`config.mk`:
```
export PLATFORM = sky130hd
export DESIGN_NAME = poisson_tridiagonal_solver
export DESIGN_NICKNAME = d
export VERILOG_FILES = /design/src/design/pts_pkg.sv /design/src/design/pts_div.sv /design/src/design/poisson_tridiagonal_solver.sv
export SDC_FILE = /design/constraint.sdc
export NUM_CORES = 2
export LEC_CHECK = 0
export CAP_MARGIN = 20
export CORE_MARGIN = 2
export CORE_UTILIZATION = 40
export DETAILED_ROUTE_END_ITERATION = 10
export DONT_BUFFER_PORTS = 1
export PLACE_DENSITY = 0.58
export SYNTH_ARGS = -nofsm -noshare
export SYNTH_HDL_FRONTEND = slang
export SYNTH_HIERARCHICAL = 1
export SYNTH_SLANG_ARGS = --single-unit
export TNS_END_PERCENT = 100
```
`constraint.sdc`:
```
create_clock -name clk -period 13.05 [get_ports clk]
set_input_delay 2.61 -clock clk [delete_from_list [all_inputs] [get_ports clk]]
set_output_delay 2.61 -clock clk [all_outputs]
set_load 0.01 [all_outputs]
```
`src/design/pts_pkg.sv`:
```
package pts_pkg;

    typedef enum logic [3:0] {
        S_LOAD,
        S_INIT_ADDR,
        S_ADDR,
        S_WAIT,
        S_MUL,
        S_DSTART,
        S_DIV,
        S_WB,
        S_EMIT_ADDR,
        S_EMIT_WAIT,
        S_EMIT_OUT
    } state_t;

    typedef enum logic [1:0] {
        PH_INIT,
        PH_FWD,
        PH_LAST,
        PH_BACK
    } phase_t;

endpackage

```
`src/design/pts_div.sv`:
```
module pts_div
    import pts_pkg::*;
#(
    parameter int NW = 42,
    parameter int DW = 8
)
(
    input  logic          clk,
    input  logic          rst_n,
    input  logic          start,
    input  logic [NW-1:0] dividend,
    input  logic [DW-1:0] divisor,
    output logic          done,
    output logic [NW-1:0] quotient
);

    localparam int CW = $clog2(NW + 1);

    logic          busy_reg, busy_next;
    logic          done_reg, done_next;
    logic [CW-1:0] cnt_reg, cnt_next;
    logic [NW-1:0] quo_reg, quo_next;
    logic [DW-1:0] rem_reg, rem_next;
    logic [DW-1:0] dvs_reg, dvs_next;
    logic [DW:0]   rem_s;
    logic          ge;

    always_comb
    begin
        busy_next = busy_reg;
        done_next = 1'b0;
        cnt_next  = cnt_reg;
        quo_next  = quo_reg;
        rem_next  = rem_reg;
        dvs_next  = dvs_reg;
        rem_s     = {rem_reg, quo_reg[NW-1]};
        ge        = (rem_s >= {1'b0, dvs_reg});
        if (start)
        begin
            busy_next = 1'b1;
            cnt_next  = CW'(NW);
            quo_next  = dividend;
            rem_next  = '0;
            dvs_next  = divisor;
        end
        else if (busy_reg)
        begin
            rem_next = ge ? DW'(rem_s - {1'b0, dvs_reg}) : DW'(rem_s);
            quo_next = {quo_reg[NW-2:0], ge};
            cnt_next = cnt_reg - 1'b1;
            if (cnt_reg == CW'(1))
            begin
                busy_next = 1'b0;
                done_next = 1'b1;
            end
        end
    end

    always_ff @(posedge clk or negedge rst_n)
    begin
        if (!rst_n)
        begin
            busy_reg <= 1'b0;
            done_reg <= 1'b0;
            cnt_reg  <= '0;
        end
        else
        begin
            busy_reg <= busy_next;
            done_reg <= done_next;
            cnt_reg  <= cnt_next;
        end
    end

    always_ff @(posedge clk)
    begin
        quo_reg <= quo_next;
        rem_reg <= rem_next;
        dvs_reg <= dvs_next;
    end

    assign done     = done_reg;
    assign quotient = quo_reg;

endmodule

```
`src/design/poisson_tridiagonal_solver.sv`:
```
// loads n items at one per cycle, the last one (or the store filling) starts the solve
// solve: n-1 forward steps, one end step and n-1 back steps, each running the shared
// bit-serial divider on a PW-bit dividend (PW = 35 + clog2(MAX_POINTS+1)), then n items out,
// each held while solution_stall is high; new items are taken only after the last is out
// async active-low reset returns to load with an empty store count; store contents undefined
module poisson_tridiagonal_solver
    import pts_pkg::*;
#(
    parameter int MAX_POINTS = 64
)
(
    input  logic        clk,
    input  logic        rst_n,
    input  logic        rhs_valid,
    output logic        rhs_stall,
    input  logic [31:0] rhs_value,
    input  logic        rhs_last,
    output logic        solution_valid,
    input  logic        solution_stall,
    output logic [31:0] solution_value,
    output logic        solution_last
);

    localparam int IDX_W = $clog2(MAX_POINTS);
    localparam int CNT_W = $clog2(MAX_POINTS + 1);
    localparam int PW    = 34 + CNT_W + 1;
    localparam int DVW   = CNT_W + 1;

    logic [31:0] mem [MAX_POINTS];

    state_t             state_reg, state_next;
    phase_t             phase_reg, phase_next;
    logic [CNT_W-1:0]   cnt_reg, cnt_next;
    logic [CNT_W-1:0]   n_reg, n_next;
    logic [CNT_W-1:0]   i_reg, i_next;
    logic [IDX_W-1:0]   addr_reg, addr_next;
    logic [31:0]        rd_reg;
    logic signed [31:0] prev_reg, prev_next;
    logic signed [31:0] cur_reg, cur_next;
    logic signed [PW-1:0] prod_reg, prod_next;
    logic               ov_reg, ov_next;
    logic [31:0]        oval_reg, oval_next;
    logic               olast_reg, olast_next;

    logic               we;
    logic [IDX_W-1:0]   waddr;
    logic [31:0]        wdata;
    logic               accept;
    logic [CNT_W-1:0]   k;
    logic signed [33:0] a_mul;
    logic [PW-1:0]      prod_mag;
    logic               div_start;
    logic               div_done;
    logic [PW-1:0]      div_quo;
    logic signed [PW-1:0] q_s;
    logic signed [PW-1:0] sum;
    logic signed [31:0] sat;
    logic               out_free;

    localparam logic signed [PW-1:0] SAT_MAX = {{(PW-32){1'b0}}, 32'h7FFF_FFFF};
    localparam logic signed [PW-1:0] SAT_MIN = {{(PW-32){1'b1}}, 32'h8000_0000};

    pts_div #(
        .NW(PW),
        .DW(DVW)
    ) u_div (
        .clk      (clk),
        .rst_n    (rst_n),
        .start    (div_start),
        .dividend (prod_mag),
        .divisor  (DVW'(k) + DVW'(1)),
        .done     (div_done),
        .quotient (div_quo)
    );

    assign accept    = rhs_valid && (state_reg == S_LOAD);
    assign rhs_stall = (state_reg != S_LOAD);
    assign out_free  = !ov_reg || !solution_stall;
    assign k         = (phase_reg == PH_LAST) ? n_reg : i_reg;
    assign prod_mag  = prod_reg[PW-1] ? PW'(-prod_reg) : PW'(prod_reg);
    assign div_start = (state_reg == S_DSTART);
    assign q_s       = prod_reg[PW-1] ? -$signed(div_quo) : $signed(div_quo);
    assign sum       = (phase_reg == PH_FWD) ? q_s + PW'(cur_reg) : q_s;

    always_comb
    begin
        if (sum > SAT_MAX)
        begin
            sat = 32'sh7FFF_FFFF;
        end
        else if (sum < SAT_MIN)
        begin
            sat = 32'sh8000_0000;
        end
        else
        begin
            sat = sum[31:0];
        end
    end

    always_comb
    begin
        if (phase_reg == PH_BACK)
        begin
            a_mul = 34'($signed(rd_reg)) + 34'(prev_reg);
        end
        else
        begin
            a_mul = 34'(prev_reg);
        end
    end

    // next state
    always_comb
    begin
        state_next = state_reg;
        case (state_reg)
            S_LOAD:
            begin
                if (accept && (rhs_last || cnt_reg == CNT_W'(MAX_POINTS - 1)))
                begin
                    state_next = S_INIT_ADDR;
                end
            end
            S_INIT_ADDR: state_next = S_WAIT;
            S_ADDR:      state_next = S_WAIT;
            S_WAIT:      state_next = S_MUL;
            S_MUL:       state_next = (phase_reg == PH_INIT) ? S_ADDR : S_DSTART;
            S_DSTART:    state_next = S_DIV;
            S_DIV:       state_next = div_done ? S_WB : S_DIV;
            S_WB:
            begin
                if ((phase_reg == PH_LAST && n_reg == CNT_W'(1))
                    || (phase_reg == PH_BACK && i_reg == CNT_W'(1)))
                begin
                    state_next = S_EMIT_ADDR;
                end
                else
                begin
                    state_next = S_ADDR;
                end
            end
            S_EMIT_ADDR: state_next = S_EMIT_WAIT;
            S_EMIT_WAIT: state_next = S_EMIT_OUT;
            S_EMIT_OUT:
            begin
                if (out_free)
                begin
                    state_next = (i_reg == n_reg - 1'b1) ? S_LOAD : S_EMIT_ADDR;
                end
            end
            default:     state_next = S_LOAD;
        endcase
    end

    // datapath and outputs
    always_comb
    begin
        phase_next = phase_reg;
        cnt_next   = cnt_reg;
        n_next     = n_reg;
        i_next     = i_reg;
        addr_next  = addr_reg;
        prev_next  = prev_reg;
        cur_next   = cur_reg;
        prod_next  = prod_reg;
        ov_next    = ov_reg && solution_stall;
        oval_next  = oval_reg;
        olast_next = olast_reg;
        we         = 1'b0;
        waddr      = cnt_reg[IDX_W-1:0];
        wdata      = rhs_value;
        case (state_reg)
            S_LOAD:
            begin
                if (accept)
                begin
                    we       = 1'b1;
                    cnt_next = cnt_reg + 1'b1;
                    n_next   = cnt_reg + 1'b1;
                end
            end
            S_INIT_ADDR:
            begin
                addr_next  = '0;
                phase_next = PH_INIT;
            end
            S_ADDR:
            begin
                if (phase_reg == PH_BACK)
                begin
                    addr_next = IDX_W'(i_reg - 1'b1);
                end
                else
                begin
                    addr_next = i_reg[IDX_W-1:0];
                end
            end
            S_MUL:
            begin
                if (phase_reg == PH_INIT)
                begin
                    prev_next = $signed(rd_reg);
                    if (n_reg == CNT_W'(1))
                    begin
                        phase_next = PH_LAST;
                    end
                    else
                    begin
                        phase_next = PH_FWD;
                        i_next     = CNT_W'(1);
                    end
                end
                else
                begin
                    cur_next  = $signed(rd_reg);
                    prod_next = PW'(a_mul * $signed({1'b0, k}));
                end
            end
            S_WB:
            begin
                we        = 1'b1;
                wdata     = sat;
                prev_next = sat;
                case (phase_reg)
                    PH_FWD:
                    begin
                        waddr = i_reg[IDX_W-1:0];
                        if (i_reg == n_reg - 1'b1)
                        begin
                            phase_next = PH_LAST;
                        end
                        else
                        begin
                            i_next = i_reg + 1'b1;
                        end
                    end
                    PH_LAST:
                    begin
                        waddr      = IDX_W'(n_reg - 1'b1);
                        phase_next = PH_BACK;
                        i_next     = n_reg - 1'b1;
                        if (n_reg == CNT_W'(1))
                        begin
                            i_next = '0;
                        end
                    end
                    PH_BACK:
                    begin
                        waddr  = IDX_W'(i_reg - 1'b1);
                        i_next = i_reg - 1'b1;
                    end
                    default:
                    begin
                        we = 1'b0;
                    end
                endcase
            end
            S_EMIT_ADDR:
            begin
                addr_next = i_reg[IDX_W-1:0];
            end
            S_EMIT_OUT:
            begin
                if (out_free)
                begin
                    ov_next    = 1'b1;
                    oval_next  = rd_reg;
                    olast_next = (i_reg == n_reg - 1'b1);
                    if (i_reg == n_reg - 1'b1)
                    begin
                        cnt_next = '0;
                    end
                    else
                    begin
                        i_next = i_reg + 1'b1;
                    end
                end
            end
            default:
            begin
            end
        endcase
    end

    always_ff @(posedge clk or negedge rst_n)
    begin
        if (!rst_n)
        begin
            state_reg <= S_LOAD;
            phase_reg <= PH_INIT;
            cnt_reg   <= '0;
            n_reg     <= '0;
            i_reg     <= '0;
            ov_reg    <= 1'b0;
        end
        else
        begin
            state_reg <= state_next;
            phase_reg <= phase_next;
            cnt_reg   <= cnt_next;
            n_reg     <= n_next;
            i_reg     <= i_next;
            ov_reg    <= ov_next;
        end
    end

    always_ff @(posedge clk)
    begin
        addr_reg  <= addr_next;
        prev_reg  <= prev_next;
        cur_reg   <= cur_next;
        prod_reg  <= prod_next;
        oval_reg  <= oval_next;
        olast_reg <= olast_next;
    end

    always_ff @(posedge clk)
    begin
        if (we)
        begin
            mem[waddr] <= wdata;
        end
        rd_reg <= mem[addr_reg];
    end

    assign solution_valid = ov_reg;
    assign solution_value = oval_reg;
    assign solution_last  = olast_reg;

    a_rise_from_emit: assert property (@(posedge clk) disable iff (!rst_n)
        $rose(solution_valid) |-> $past(state_reg == S_EMIT_OUT))
        else $error("result item raised outside emit");

    a_cnt_range: assert property (@(posedge clk) disable iff (!rst_n)
        cnt_reg <= CNT_W'(MAX_POINTS))
        else $error("point count beyond store depth");

    a_done_in_div: assert property (@(posedge clk) disable iff (!rst_n)
        div_done |-> state_reg == S_DIV)
        else $error("divider finished outside wait state");

endmodule
```
==> flow_summary.ini <==
[critical_path]
setup.worst_path.start_class = register
worst-endpoint-required_ns = 13.64
critical_path_arrival_ns = 9.34
critPathMaxFanout = 7
type_of_the_setup_path_with_the_least_slack = register to register
worst_setup_path_end_kind = register
cp_slowest_stage_delay_ns = 0.68
cp_common_cell = fa_1
slowest_stage = a2111oi_0

[logic_synthesis]
postSynthAreaPerCell_um2 = 17.7
synth_simple_gate_area_share_pct = 4.35
syn_area_um2 = 104000
synth-seq-area-share_pct = 66.6
yosysWarningCount = 6
fraction_of_registers_with_async_set_or_reset_after_synthesis_pct = 1.55
post_synth_mux_area_share_pct = 15.5
post_synthesis_share_of_cell_area_spent_on_xor_and_xnor_gates_pct = 1.79
count_of_distinct_cell_types_in_the_synthesized_netlist = 95
synth_top_family_by_area = multiplexers
synth-compound-area-share_pct = 4.08
synthesis.nets = 6252
yosys_register_bits = 2319
synthAdderAreaFrac_pct = 5.58
number_of_instances_in_the_synthesized_netlist = 5858
yosys_most_used_dff = edfxtp_1
number_of_enable_flip_flop_cells_after_synthesis = 2243

[sta]
timing_limited_maximum_frequency_mhz = 114
max-slew-margin-rel_pct = 28.1
setup-tns-final_ns = 0
fin_skew_ns = 0.0988
unrepaired_setup_endpoints_after_global_routing = no
hold_viol_final = 0
setup_viol_count_final = 0
timing_worst_slew_pin_value_ns = 1.06
post-route-min-period_ns = 8.74
final.setup.worst_slack_ns = 4.31
timing.final.crit_share_pct = 67.0
report.final.slew_viol_count = 0

[grt]
grt_pass1_vias = 55400
gr-usage-all-layers_pct = 20.4
pin_count_of_the_biggest_net_entering_global_routing = 127
number_of_antenna_violations_at_the_first_check_in_global_routing = 27
grt_pass1_wl_um = 392000
grt.overflow.total = 0

[drt]
detail_route.first_pass.iterations = 6
drt_drc_violations_left = 0
routedWlPerCell_um = 28.2
routed_wirelength_um = 269000
routed-via-count = 54800
drtAntennaViolNets = 0
drtIter0Drc = 5346
vias_per_cell = 5.73

[die]
floorplan.rows = 186
chipHeight_um = 513
design.portCount = 72
die_w_um = 513
core_area_um2 = 257000
die_area_um2 = 263000
floorplan.initialDensity_pct = 40.3

[placed_design]
detailedPlacementHpwl_um = 162000
detailedPlace.worstSlack_ns = 4.40
postPlaceCellArea_um2 = 109000
portBuffers = 0
gp_routability_congestion = 0.857

[clock_network]
h-tree-depth = 4
clockRootBuffer = clkbuf_16
post_cts_resized = 0
tritoncts.num_buffers = 237
numClockSinks = 2319
clk_latency_ns = 0.90
path_clk_slew_ns = 0.05
cts_tree = yes
cts_hold_buf = 0
cts-root-to-sink-buffers = 3
post-cts-setup-buffers = 0

[cells_and_area]
layout.cells.most_common_list = 2243 x edfxtp_1, 664 x mux4_2, 434 x nor2_1
finalNetCount = 6365
design_area_um2 = 117000
final_common_cell = edfxtp_1
drive_above_1_share_pct = 22.4
area_growth_syn_to_layout_pct = 12.7
largest_register_ff_count = 2048

[pwr]
p_per_area_nw_per_um2 = 290
p_leak_nw = 38.2
maximum_vdd_drop_mv = 0.287
power.total_w = 0.0338

[status]
status = finished clean

[hold_path]
hold_path.class = register to register

[flow_run]
max-cap-violations = 0
-- through the flow --
step | hold WS, ns | cells | utilization [%]
final | 0.488 | 9568 | 45.4
after global routing | 0.533 | 9563 | 45.4
after CTS | 0.493 | 9552 | 45.4
after detailed placement | 0.485 | 9115 | 42.4
after global placement | 0.480 | 9113 | 42.4
after floorplan | 0.453 | 5858 | -
-- kinds of logic after synthesis --
kind of cell | count (synthesis)
AND/OR/NAND/NOR | 987
XOR/XNOR | 212
AO/OA/AOI/OAI | 652
buffers and inverters | 559
multiplexers | 772
adder cells (fa/ha/maj) | 357
flip-flops | 2319
-- final timing paths --
kind                             startpoint                to  slack (ns)  depth (start not counted)
hold reg to reg            u_div/rem_reg[3]  u_div/rem_reg[3]        0.49                          2
min in group asynchronous             rst_n      state_reg[1]        1.46                          0
setup reg to reg                prev_reg[0]      prod_reg[41]        4.31                         29
max in group asynchronous             rst_n        cnt_reg[6]       11.48                          0
hold / removal             u_div/rem_reg[3]  u_div/rem_reg[3]        0.49                          2
setup / recovery                prev_reg[0]      prod_reg[41]        4.31                         29
-- cell type report --
class	count	area, um2
Antenna cell	15	37.5
Clock buffer	299	6240
Clock inverter	138	1390
Fill cell	21900	141000
Inverter	278	1040
Multi-Input combinational cell	2980	33600
Sequential cell	2319	69100
Tap cell	3384	4230
Timing Repair Buffer	155	1270
-- cell usage after synthesis (9+ instances only) --
library cell / n / area share [%]
mux4_2: 664 / 14
dfxtp_1: 40 / 0.77
mux2_2: 53 / 0.58
a211oi_1: 22 / 0.16
a21oi_1: 141 / 0.68
edfxtp_1: 2243 / 65
a21o_1: 64 / 0.46
o21a_1: 11 / 0.080
nor3_1: 33 / 0.16
nor2_1: 501 / 1.8
a31oi_1: 19 / 0.11
clkbuf_1: 200 / 0.72
buf_4: 9 / 0.065
and2_1: 10 / 0.060
nand2b_1: 35 / 0.21
xnor2_1: 159 / 1.3
xor2_1: 53 / 0.45
and3_1: 17 / 0.10
o21bai_1: 15 / 0.11
or3_1: 17 / 0.10
o31ai_1: 25 / 0.18
o211ai_1: 12 / 0.087
or2_2: 49 / 0.30
nor2b_1: 16 / 0.097
buf_1: 67 / 0.24
o2bb2ai_1: 26 / 0.22
nand3_1: 44 / 0.21
nand4_1: 26 / 0.16
ha_1: 181 / 2.2
nand2_1: 180 / 0.65
mux2i_1: 54 / 0.52
fa_1: 176 / 3.4
o21ai_0: 172 / 0.83
o41ai_1: 14 / 0.12
inv_1: 278 / 1.0
o22ai_1: 36 / 0.22
dfrtp_1: 36 / 0.87
or4_1: 12 / 0.087
-- layer usage --
layer | wire length (um) | vias to the layer above | track usage (%)
li1 | - | 23400 | -
met1 | 117000 | 29500 | 28.9
met2 | 132000 | 1589 | 33.6
met3 | 15300 | 336 | 2.77
met4 | 5050 | 14 | 4.35
met5 | 91 | - | 0
-- power breakdown --
group | internal [W] | switching, W | leakage (nW)
Clock | 0.00373 | 0.00290 | 3.70
Sequential | 0.0107 | 0.000552 | 20.9
Combinational | 0.00605 | 0.00987 | 13.6
-- critical path, delay by kind of cell, from the launching register on --
kind	cells	cell delay, ns
AOI/OAI and AO/OA	12	3.55
xor gates and xnor gates	1	0.08
adders and majority gates	7	2.98
buffers and inverters	3	0.19
DFF	1	0.38
and+or+nand+nor	6	1.33
Power figures use the tool's default switching activity.
